## src/ksle_pkg.sv

```systemverilog
// ----------------------------------------------------------------------------
// ksle_pkg
// Types, scan codes and key tables of the scan-code line editor.
// ----------------------------------------------------------------------------
package ksle_pkg;

  localparam int SCREENS    = 3;
  localparam int LINE_LIMIT = 127;
  localparam int NKEYS      = 50;
  localparam int NLETTERS   = 26;
  localparam int CNT_W      = $clog2(LINE_LIMIT + 1);
  localparam int KEY_IDX_W  = $clog2(NKEYS);

  localparam logic [7:0] SC_CTRL_MAKE    = 8'h1D;
  localparam logic [7:0] SC_CTRL_BREAK   = 8'h9D;
  localparam logic [7:0] SC_LSHIFT_MAKE  = 8'h2A;
  localparam logic [7:0] SC_LSHIFT_BREAK = 8'hAA;
  localparam logic [7:0] SC_RSHIFT_MAKE  = 8'h36;
  localparam logic [7:0] SC_RSHIFT_BREAK = 8'hB6;
  localparam logic [7:0] SC_ALT_MAKE     = 8'h38;
  localparam logic [7:0] SC_ALT_BREAK    = 8'hB8;
  localparam logic [7:0] SC_CAPS_MAKE    = 8'h3A;
  localparam logic [7:0] SC_F1           = 8'h3B;
  localparam logic [7:0] SC_F3           = 8'h3D;

  localparam logic [6:0] ASCII_BS = 7'd8;
  localparam logic [6:0] ASCII_NL = 7'd10;

  typedef enum logic [2:0] {
    EV_CHAR    = 3'd0,
    EV_BACK    = 3'd1,
    EV_LINE    = 3'd2,
    EV_SCREEN  = 3'd3,
    EV_COMMAND = 3'd4,
    EV_DROPPED = 3'd5
  } event_t;

  typedef struct packed {
    logic                 found;
    logic                 letter;
    logic [KEY_IDX_W-1:0] idx;
    logic [6:0]           plain_ch;
    logic [6:0]           shift_ch;
  } key_hit_t;

  typedef struct packed {
    logic       valid;
    event_t     ev;
    logic [6:0] ch;
    logic [1:0] screen;
    logic [6:0] pos;
    logic [6:0] len;
    logic [2:0] cmd;
  } result_t;

  localparam logic [7:0] KEY_CODES [NKEYS] = '{
    8'h1E, 8'h30, 8'h2E, 8'h20, 8'h12, 8'h21, 8'h22, 8'h23, 8'h17, 8'h24,
    8'h25, 8'h26, 8'h32, 8'h31, 8'h18, 8'h19, 8'h10, 8'h13, 8'h1F, 8'h14,
    8'h16, 8'h2F, 8'h11, 8'h2D, 8'h15, 8'h2C, 8'h02, 8'h03, 8'h04, 8'h05,
    8'h06, 8'h07, 8'h08, 8'h09, 8'h0A, 8'h0B, 8'h0C, 8'h0D, 8'h1A, 8'h1B,
    8'h27, 8'h28, 8'h29, 8'h2B, 8'h33, 8'h34, 8'h35, 8'h39, 8'h0E, 8'h1C
  };

  localparam logic [7:0] PLAIN_CHARS [NKEYS] = '{
    "a", "b", "c", "d", "e", "f", "g", "h", "i", "j",
    "k", "l", "m", "n", "o", "p", "q", "r", "s", "t",
    "u", "v", "w", "x", "y", "z", "1", "2", "3", "4",
    "5", "6", "7", "8", "9", "0", "-", "=", "[", "]",
    ";", 8'h27, 8'h60, 8'h5C, ",", ".", "/", 8'h20, 8'h08, 8'h0A
  };

  localparam logic [7:0] SHIFT_CHARS [NKEYS] = '{
    "A", "B", "C", "D", "E", "F", "G", "H", "I", "J",
    "K", "L", "M", "N", "O", "P", "Q", "R", "S", "T",
    "U", "V", "W", "X", "Y", "Z", "!", "@", "#", "$",
    "%", "^", "&", "*", "(", ")", "_", "+", "{", "}",
    ":", 8'h22, "~", "|", "<", ">", "?", 8'h20, 8'h08, 8'h0A
  };

endpackage

```

## src/ksle_key_lookup.sv

```systemverilog
// ----------------------------------------------------------------------------
// ksle_key_lookup
// Parallel match of a scan byte against the key table, with both characters.
// ----------------------------------------------------------------------------
module ksle_key_lookup
  import ksle_pkg::*;
(
  input  logic [7:0] scan_byte,
  output key_hit_t   hit
);

  logic                 found;
  logic [KEY_IDX_W-1:0] idx;

  // Match every entry at once; the last match wins.
  always_comb begin
    found = 1'b0;
    idx   = '0;
    for (int k = 0; k < NKEYS; k++) begin
      if (KEY_CODES[k] == scan_byte) begin
        found = 1'b1;
        idx   = KEY_IDX_W'(k);
      end
    end
  end

  assign hit.found    = found;
  assign hit.idx      = idx;
  assign hit.letter   = (idx < KEY_IDX_W'(NLETTERS));
  assign hit.plain_ch = PLAIN_CHARS[idx][6:0];
  assign hit.shift_ch = SHIFT_CHARS[idx][6:0];

endmodule

```

## src/ksle_edit_core.sv

```systemverilog
// ----------------------------------------------------------------------------
// ksle_edit_core
// Modifier, screen and line-count state with the per-byte event decision.
// ----------------------------------------------------------------------------
module ksle_edit_core
  import ksle_pkg::*;
(
  input  logic       clk,
  input  logic       rst_n,
  input  logic       step,
  input  logic [7:0] scan_byte,
  input  key_hit_t   hit,
  output result_t    res
);

  localparam logic [KEY_IDX_W-1:0] KEY_C  = KEY_IDX_W'(2);
  localparam logic [KEY_IDX_W-1:0] KEY_L  = KEY_IDX_W'(11);
  localparam logic [KEY_IDX_W-1:0] KEY_R  = KEY_IDX_W'(17);
  localparam logic [KEY_IDX_W-1:0] KEY_T  = KEY_IDX_W'(19);
  localparam logic [KEY_IDX_W-1:0] KEY_Z  = KEY_IDX_W'(25);
  localparam logic [CNT_W-1:0]     LIMIT  = CNT_W'(LINE_LIMIT);

  logic             ctrl_r, ctrl_nxt;
  logic             lshift_r, lshift_nxt;
  logic             rshift_r, rshift_nxt;
  logic             alt_r, alt_nxt;
  logic             caps_r, caps_nxt;
  logic [1:0]       screen_r, screen_nxt;
  logic [CNT_W-1:0] count_r [SCREENS];
  logic [CNT_W-1:0] count_nxt;
  logic             count_we;

  logic             upper;
  logic [6:0]       ch;
  logic             cmd_hit;
  logic [2:0]       cmd_code;
  logic [CNT_W-1:0] cnt;
  logic [1:0]       target;

  always_comb begin
    unique case (hit.idx)
      KEY_R:   begin cmd_hit = 1'b1; cmd_code = 3'd0; end
      KEY_Z:   begin cmd_hit = 1'b1; cmd_code = 3'd1; end
      KEY_C:   begin cmd_hit = 1'b1; cmd_code = 3'd2; end
      KEY_T:   begin cmd_hit = 1'b1; cmd_code = 3'd3; end
      KEY_L:   begin cmd_hit = 1'b1; cmd_code = 3'd4; end
      default: begin cmd_hit = 1'b0; cmd_code = 3'd0; end
    endcase
  end

  assign upper  = (lshift_r | rshift_r) ^ (hit.letter & caps_r);
  assign ch     = upper ? hit.shift_ch : hit.plain_ch;
  assign target = 2'(scan_byte - SC_F1);

  always_comb begin
    cnt = count_r[screen_r];
    if (cnt > LIMIT) begin
      cnt = LIMIT;
    end
  end

  always_comb begin
    ctrl_nxt   = ctrl_r;
    lshift_nxt = lshift_r;
    rshift_nxt = rshift_r;
    alt_nxt    = alt_r;
    caps_nxt   = caps_r;
    screen_nxt = screen_r;
    count_nxt  = cnt;
    count_we   = 1'b0;
    res        = '0;
    res.ev     = EV_CHAR;

    if (scan_byte == SC_CTRL_MAKE)    ctrl_nxt   = 1'b1;
    if (scan_byte == SC_CTRL_BREAK)   ctrl_nxt   = 1'b0;
    if (scan_byte == SC_LSHIFT_MAKE)  lshift_nxt = 1'b1;
    if (scan_byte == SC_LSHIFT_BREAK) lshift_nxt = 1'b0;
    if (scan_byte == SC_RSHIFT_MAKE)  rshift_nxt = 1'b1;
    if (scan_byte == SC_RSHIFT_BREAK) rshift_nxt = 1'b0;
    if (scan_byte == SC_ALT_MAKE)     alt_nxt    = 1'b1;
    if (scan_byte == SC_ALT_BREAK)    alt_nxt    = 1'b0;
    if (scan_byte == SC_CAPS_MAKE)    caps_nxt   = ~caps_r;

    priority if (alt_r && scan_byte >= SC_F1 && scan_byte <= SC_F3) begin
      if (32'(target) < SCREENS) begin
        screen_nxt = target;
        res.valid  = 1'b1;
        res.ev     = EV_SCREEN;
      end
    end else if (scan_byte[7] || !hit.found) begin
      // release bytes and unknown keys give no result
    end else if (ctrl_r && cmd_hit) begin
      res.valid = 1'b1;
      res.ev    = EV_COMMAND;
      res.cmd   = cmd_code;
    end else if (ch == ASCII_BS) begin
      if (cnt != '0) begin
        count_nxt = cnt - 1'b1;
        count_we  = 1'b1;
        res.valid = 1'b1;
        res.ev    = EV_BACK;
        res.ch    = ASCII_BS;
        res.pos   = 7'(cnt - 1'b1);
      end
    end else if (ch == ASCII_NL) begin
      count_nxt = '0;
      count_we  = 1'b1;
      res.valid = 1'b1;
      res.ev    = EV_LINE;
      res.ch    = ASCII_NL;
      res.pos   = 7'(cnt);
      res.len   = (cnt < LIMIT) ? 7'(cnt + 1'b1) : 7'(cnt);
    end else if (cnt >= LIMIT) begin
      res.valid = 1'b1;
      res.ev    = EV_DROPPED;
      res.ch    = ch;
    end else begin
      count_nxt = cnt + 1'b1;
      count_we  = 1'b1;
      res.valid = 1'b1;
      res.ev    = EV_CHAR;
      res.ch    = ch;
      res.pos   = 7'(cnt);
    end

    res.screen = screen_nxt;
  end

  always_ff @(posedge clk) begin
    if (!rst_n) begin
      ctrl_r   <= 1'b0;
      lshift_r <= 1'b0;
      rshift_r <= 1'b0;
      alt_r    <= 1'b0;
      caps_r   <= 1'b0;
      screen_r <= 2'd0;
      for (int s = 0; s < SCREENS; s++) begin
        count_r[s] <= '0;
      end
    end else if (step) begin
      ctrl_r   <= ctrl_nxt;
      lshift_r <= lshift_nxt;
      rshift_r <= rshift_nxt;
      alt_r    <= alt_nxt;
      caps_r   <= caps_nxt;
      screen_r <= screen_nxt;
      if (count_we) begin
        count_r[screen_r] <= count_nxt;
      end
    end
  end

endmodule

```

## src/keyboard_scancode_line_editor.sv

```systemverilog
// ----------------------------------------------------------------------------
// keyboard_scancode_line_editor
// Scan-code set 1 to ASCII translator with per-screen line counting.
// ----------------------------------------------------------------------------
// Usage:
//   Feed one raw scan byte per transfer on the in_ stream. Each byte updates
//   the ctrl, shift, alt and caps-lock state and gives at most one event on
//   the out_ stream: a character, backspace, completed line, screen switch,
//   ctrl command or a character dropped on a full line. Bytes that cause no
//   event (releases, modifiers, unknown codes) produce no output transfer.
//   Path: an accepted byte is held in the input register and decoded against
//   the state there; its event is registered in the result register for out_.
//   Throughput: one byte per cycle unless out_ stalls, set by the single
//   decode stage that updates the modifier and line-count state it reads.
//   Stall: while out_tvalid is high and out_tready low, the output and the
//   decode stage hold; one more byte may still be taken into the input
//   register, then in_tready drops until the receiver takes the result.
//   Reset (rst_n low, synchronous): clear both pipeline stages, all
//   modifiers, caps lock, the active screen (screen 0) and every line count.
// ----------------------------------------------------------------------------
module keyboard_scancode_line_editor
  import ksle_pkg::*;
(
  input  logic        clk,
  input  logic        rst_n,
  input  logic        in_tvalid,
  output logic        in_tready,
  input  logic [7:0]  in_tdata,   // [7:0] scan_byte
  output logic        out_tvalid,
  input  logic        out_tready,
  output logic [31:0] out_tdata   // [2:0] event_res, [9:3] char_code,
                                  // [11:10] screen, [18:12] position,
                                  // [25:19] line_length, [28:26] command
);

  logic       s1_valid_r;
  logic [7:0] s1_byte_r;
  logic       out_valid_r;
  result_t    out_r;
  logic       advance;
  logic       step;
  key_hit_t   hit;
  result_t    res;

  // Move the decode stage whenever the output register is free or drains.
  assign advance   = !out_valid_r || out_tready;
  assign in_tready = advance || !s1_valid_r;
  assign step      = s1_valid_r && advance;

  // Input register: load a transfer, or empty when the byte moves on.
  always_ff @(posedge clk) begin
    if (!rst_n) begin
      s1_valid_r <= 1'b0;
    end else if (in_tready) begin
      s1_valid_r <= in_tvalid;
    end
  end

  always_ff @(posedge clk) begin
    if (in_tready && in_tvalid) begin
      s1_byte_r <= in_tdata;
    end
  end

  ksle_key_lookup u_lookup (
    .scan_byte (s1_byte_r),
    .hit       (hit)
  );

  ksle_edit_core u_core (
    .clk       (clk),
    .rst_n     (rst_n),
    .step      (step),
    .scan_byte (s1_byte_r),
    .hit       (hit),
    .res       (res)
  );

  // Result register: drop bytes that give no event.
  always_ff @(posedge clk) begin
    if (!rst_n) begin
      out_valid_r <= 1'b0;
    end else if (advance) begin
      out_valid_r <= s1_valid_r && res.valid;
    end
  end

  always_ff @(posedge clk) begin
    if (step) begin
      out_r <= res;
    end
  end

  assign out_tvalid = out_valid_r;
  assign out_tdata  = {3'b000, out_r.cmd, out_r.len, out_r.pos, out_r.screen,
                       out_r.ch, out_r.ev};

endmodule

```

## config.mk

```make
export PLATFORM = sky130hd
export DESIGN_NAME = keyboard_scancode_line_editor
export DESIGN_NICKNAME = d
export VERILOG_FILES = /design/src/ksle_pkg.sv /design/src/ksle_key_lookup.sv /design/src/ksle_edit_core.sv /design/src/keyboard_scancode_line_editor.sv
export SDC_FILE = /design/constraint.sdc
export NUM_CORES = 1
export LEC_CHECK = 0
export ABC_CLOCK_PERIOD_IN_PS = 7450
export BUFFER_PORTS_ARGS = -buffer_cell sky130_fd_sc_hd__buf_4
export CORE_ASPECT_RATIO = 0.8
export CORE_MARGIN = 1.5
export CORE_UTILIZATION = 45
export DETAILED_ROUTE_END_ITERATION = 16
export SYNTH_ARGS = -nofsm -noshare
export SYNTH_HDL_FRONTEND = slang
export SYNTH_SLANG_ARGS = --single-unit
```

## constraint.sdc

```tcl
create_clock -name clk -period 7.45 [get_ports clk]
set_input_delay 1.49 -clock clk [delete_from_list [all_inputs] [get_ports clk]]
set_output_delay 1.49 -clock clk [all_outputs]
set_load 0.02 [all_outputs]
```

==> reports/results.tsv <==
metric	value	unit
internal_power	0.832	mW
drt_iter0_markers	774	
fmax	0.171	GHz
r2r_end	u_core.count_r[0][3]	
r2r_slack	1610	ps
maxCapViolCount	0	
arrival	5920	ps
grt_pass1_vias	4740	
grt_usage	26.4	%
r2r_cells	15	
synth_edf_count	65	
post-dp-hpwl	12100	um
grt_max_degree	34	
numPortBuffers	42	
p_leak	2.23	nW
crit_fanout	20	
syn2layout_area_growth	11.7	%
yosys.area.top_type_share	34.9	%
hold_class	reg2reg	
power.switching	0.314	mW
insertion_delay	350	ps
io_pins	46	
ys_types	88	
setup_viol	0	
cts_root_buffer	clkbuf_16	
end_kind	flop	
postCtsSetupBuffers	0	
rows	36	
netlist_instances	628	
synth_area	5600	um2
antenna_found_initial	0	
min_to	u_core.alt_r	
ys_seq_elements	76	
vias	5256	
grt_overflow_total	0	
die_y	103	um
drt-vias-per-instance	6.59	
synth_ff_type	edfxtp_1	
syn_avg_cell_area	8.92	um2
p_sw_share	27.4	%
share_comb_of_total_power	15.3	%
required	7530	ps
yosysWarnings	0	
power_density	183	nW/um2
grt_setup_unrepaired	no	
ir_worst_vdd	0.121	mV
cts.sinks	76	
clkPwrFrac	41.8	%
clk_path_buf_depth	2	
drc_errors	0	
critPathKind	reg2reg	
cts_tree	done	
slew_headroom	32.3	%
fin_setup_tns	0	ps
gp_congestion	0.964	
yosysTopAreaCell	edfxtp_1	
cts_resized	0	
finalPower	1.15	mW
ys_seq_area_share	38.8	%
status	complete, no violations	
layout-drive-gt1-share	13.9	%
core-area	12200	um2
min-delay-start	u_core.alt_r	
tightest_slew	1010	ps
grt_pass1_wl	26500	um
die_area	13100	um2
drtAntennaViolNets	0	
clock_skew	13.4	ps
dr.pass1.iters	7	
synth_common_cells	nor2_1, edfxtp_1, nand2_1	
avgRoutedWirePerCell	21.1	um
min_period	5840	ps
fin_crit_sh	78.5	%
final_nets	670	
postCtsHoldBufs	0	
startpoint_type	flop	
hold_violations	0	
die-width	128	um
async_flop_share	0	%
h-tree-depth	3	
finalWirelength	16900	um
hold_path_depth	2	
synth_top_cells_by_area	edfxtp_1, nor2_1, a21oi_1	
synth_most_common_cell	nor2_1	
r2r-start	s1_byte_r[0]	
share_seq_of_total_power	42.9	%
diodes	0	
clk_pin_slew	60	ps
cts_made_buffers	9	
slew_viol_final	0	
initial_core_util	46.0	%
==> logic make-up after synthesis <==
kind of cell             after synthesis  share of synthesized area, %
other                                  1                        0.0670
buffers and inverters                 69                          5.25
AO/OA/AOI/OAI                        189                          23.5
AND/OR/NAND/NOR                      254                          23.2
adder cells (fa/ha/maj)               17                          3.80
XOR/XNOR                               6                         0.939
multiplexers                          16                          4.45
flip-flops                            76                          38.8
==> power by group through the flow <==
| stage | Clock [mW] | Sequential [mW] | Combinational, mW |
|---|---|---|---|
| after floorplan | 0 | 0.497 | 0.124 |
| after global placement | 0 | 0.500 | 0.171 |
| after detailed placement | 0 | 0.500 | 0.170 |
| after CTS | 0.485 | 0.491 | 0.171 |
| after global routing | 0.500 | 0.494 | 0.190 |
| final | 0.479 | 0.492 | 0.176 |
==> placed cells by master (no fill, tap or decap), types with 7 or more instances in the layout <==
cell,instances
a21oi_1,46
a31oi_1,12
buf_4,45
clkbuf_16,9
dfxtp_1,11
edfxtp_1,65
ha_1,17
inv_1,24
mux2i_1,8
mux4_2,7
nand2_1,54
nand2b_1,14
nand3_1,22
nor2_1,69
nor2b_1,11
nor3_1,29
o211ai_1,8
o21ai_0,33
o22ai_1,8
or3_1,9
==> critical path, stage by stage (launching register included) <==
cell and delay (ps):
edfxtp_1 440, inv_1 150, ha_1 660, inv_1 180, o41ai_1 340, nand3_1 110, o211ai_1 210, a2111oi_0 190
nor3_1 740, ha_1 470, nand2_1 170, or4_4 480, a211oi_4 380, or3_1 610, a2bb2oi_2 330, nor2_1 90
==> layout make-up <==
class                           instances  area [um2]
Timing Repair Buffer                   45         338
Multi-Input combinational cell        485        3140
Inverter                               24        90.1
Clock buffer                           10         229
Fill cell                            1159        5910
Sequential cell                        76        2170
Tap cell                              152         190
Clock inverter                          6        93.8
==> state kept, by name, indices dropped and copies added (netlist names), named ones only <==
name	flops
s1_valid_r	1
u_core.rshift_r	1
u_core.caps_r	1
u_core.alt_r	1
out_tvalid	1
u_core.ctrl_r	1
out_tdata	29
u_core.screen_r	2
u_core.count_r	28
u_core.lshift_r	1
s1_byte_r	8
==> per-layer routing <==
metal	global-route usage [%]	routed length, um	vias to the layer above
met5	0	0	-
met4	8.38	380	0
met3	6.33	1660	39
met2	35.6	6680	298
met1	40.8	8150	2519
li1	-	-	2400
==> worst max-delay path by stage <==
stage,depth (start not counted),from,slack (ps),to
after floorplan,18,s1_byte_r[0],2960,u_core.count_r[3][0]
after global placement,15,s1_byte_r[0],1810,u_core.count_r[2][3]
after detailed placement,15,s1_byte_r[0],1800,u_core.count_r[0][3]
after CTS,15,s1_byte_r[0],1760,u_core.count_r[0][3]
after global routing,15,s1_byte_r[0],1270,u_core.count_r[0][3]
final,15,s1_byte_r[0],1610,u_core.count_r[0][3]
==> metrics by stage <==
stage / setup slack, ps / instances / util [%] / hold slack, ps / instance area [um2]
6_report: 1610 / 798 / 51.4 / 479 / 6250
2_1_floorplan: 2960 / 630 / - / 443 / 5610
4_1_cts: 1760 / 798 / 51.4 / 484 / 6250
5_1_grt: 1270 / 798 / 51.4 / 519 / 6250
3_3_place_gp: 1810 / 782 / 48.8 / 472 / 5930
3_5_place_dp: 1800 / 782 / 48.8 / 471 / 5930
No activity file was read; power rests on OpenSTA's default activity.
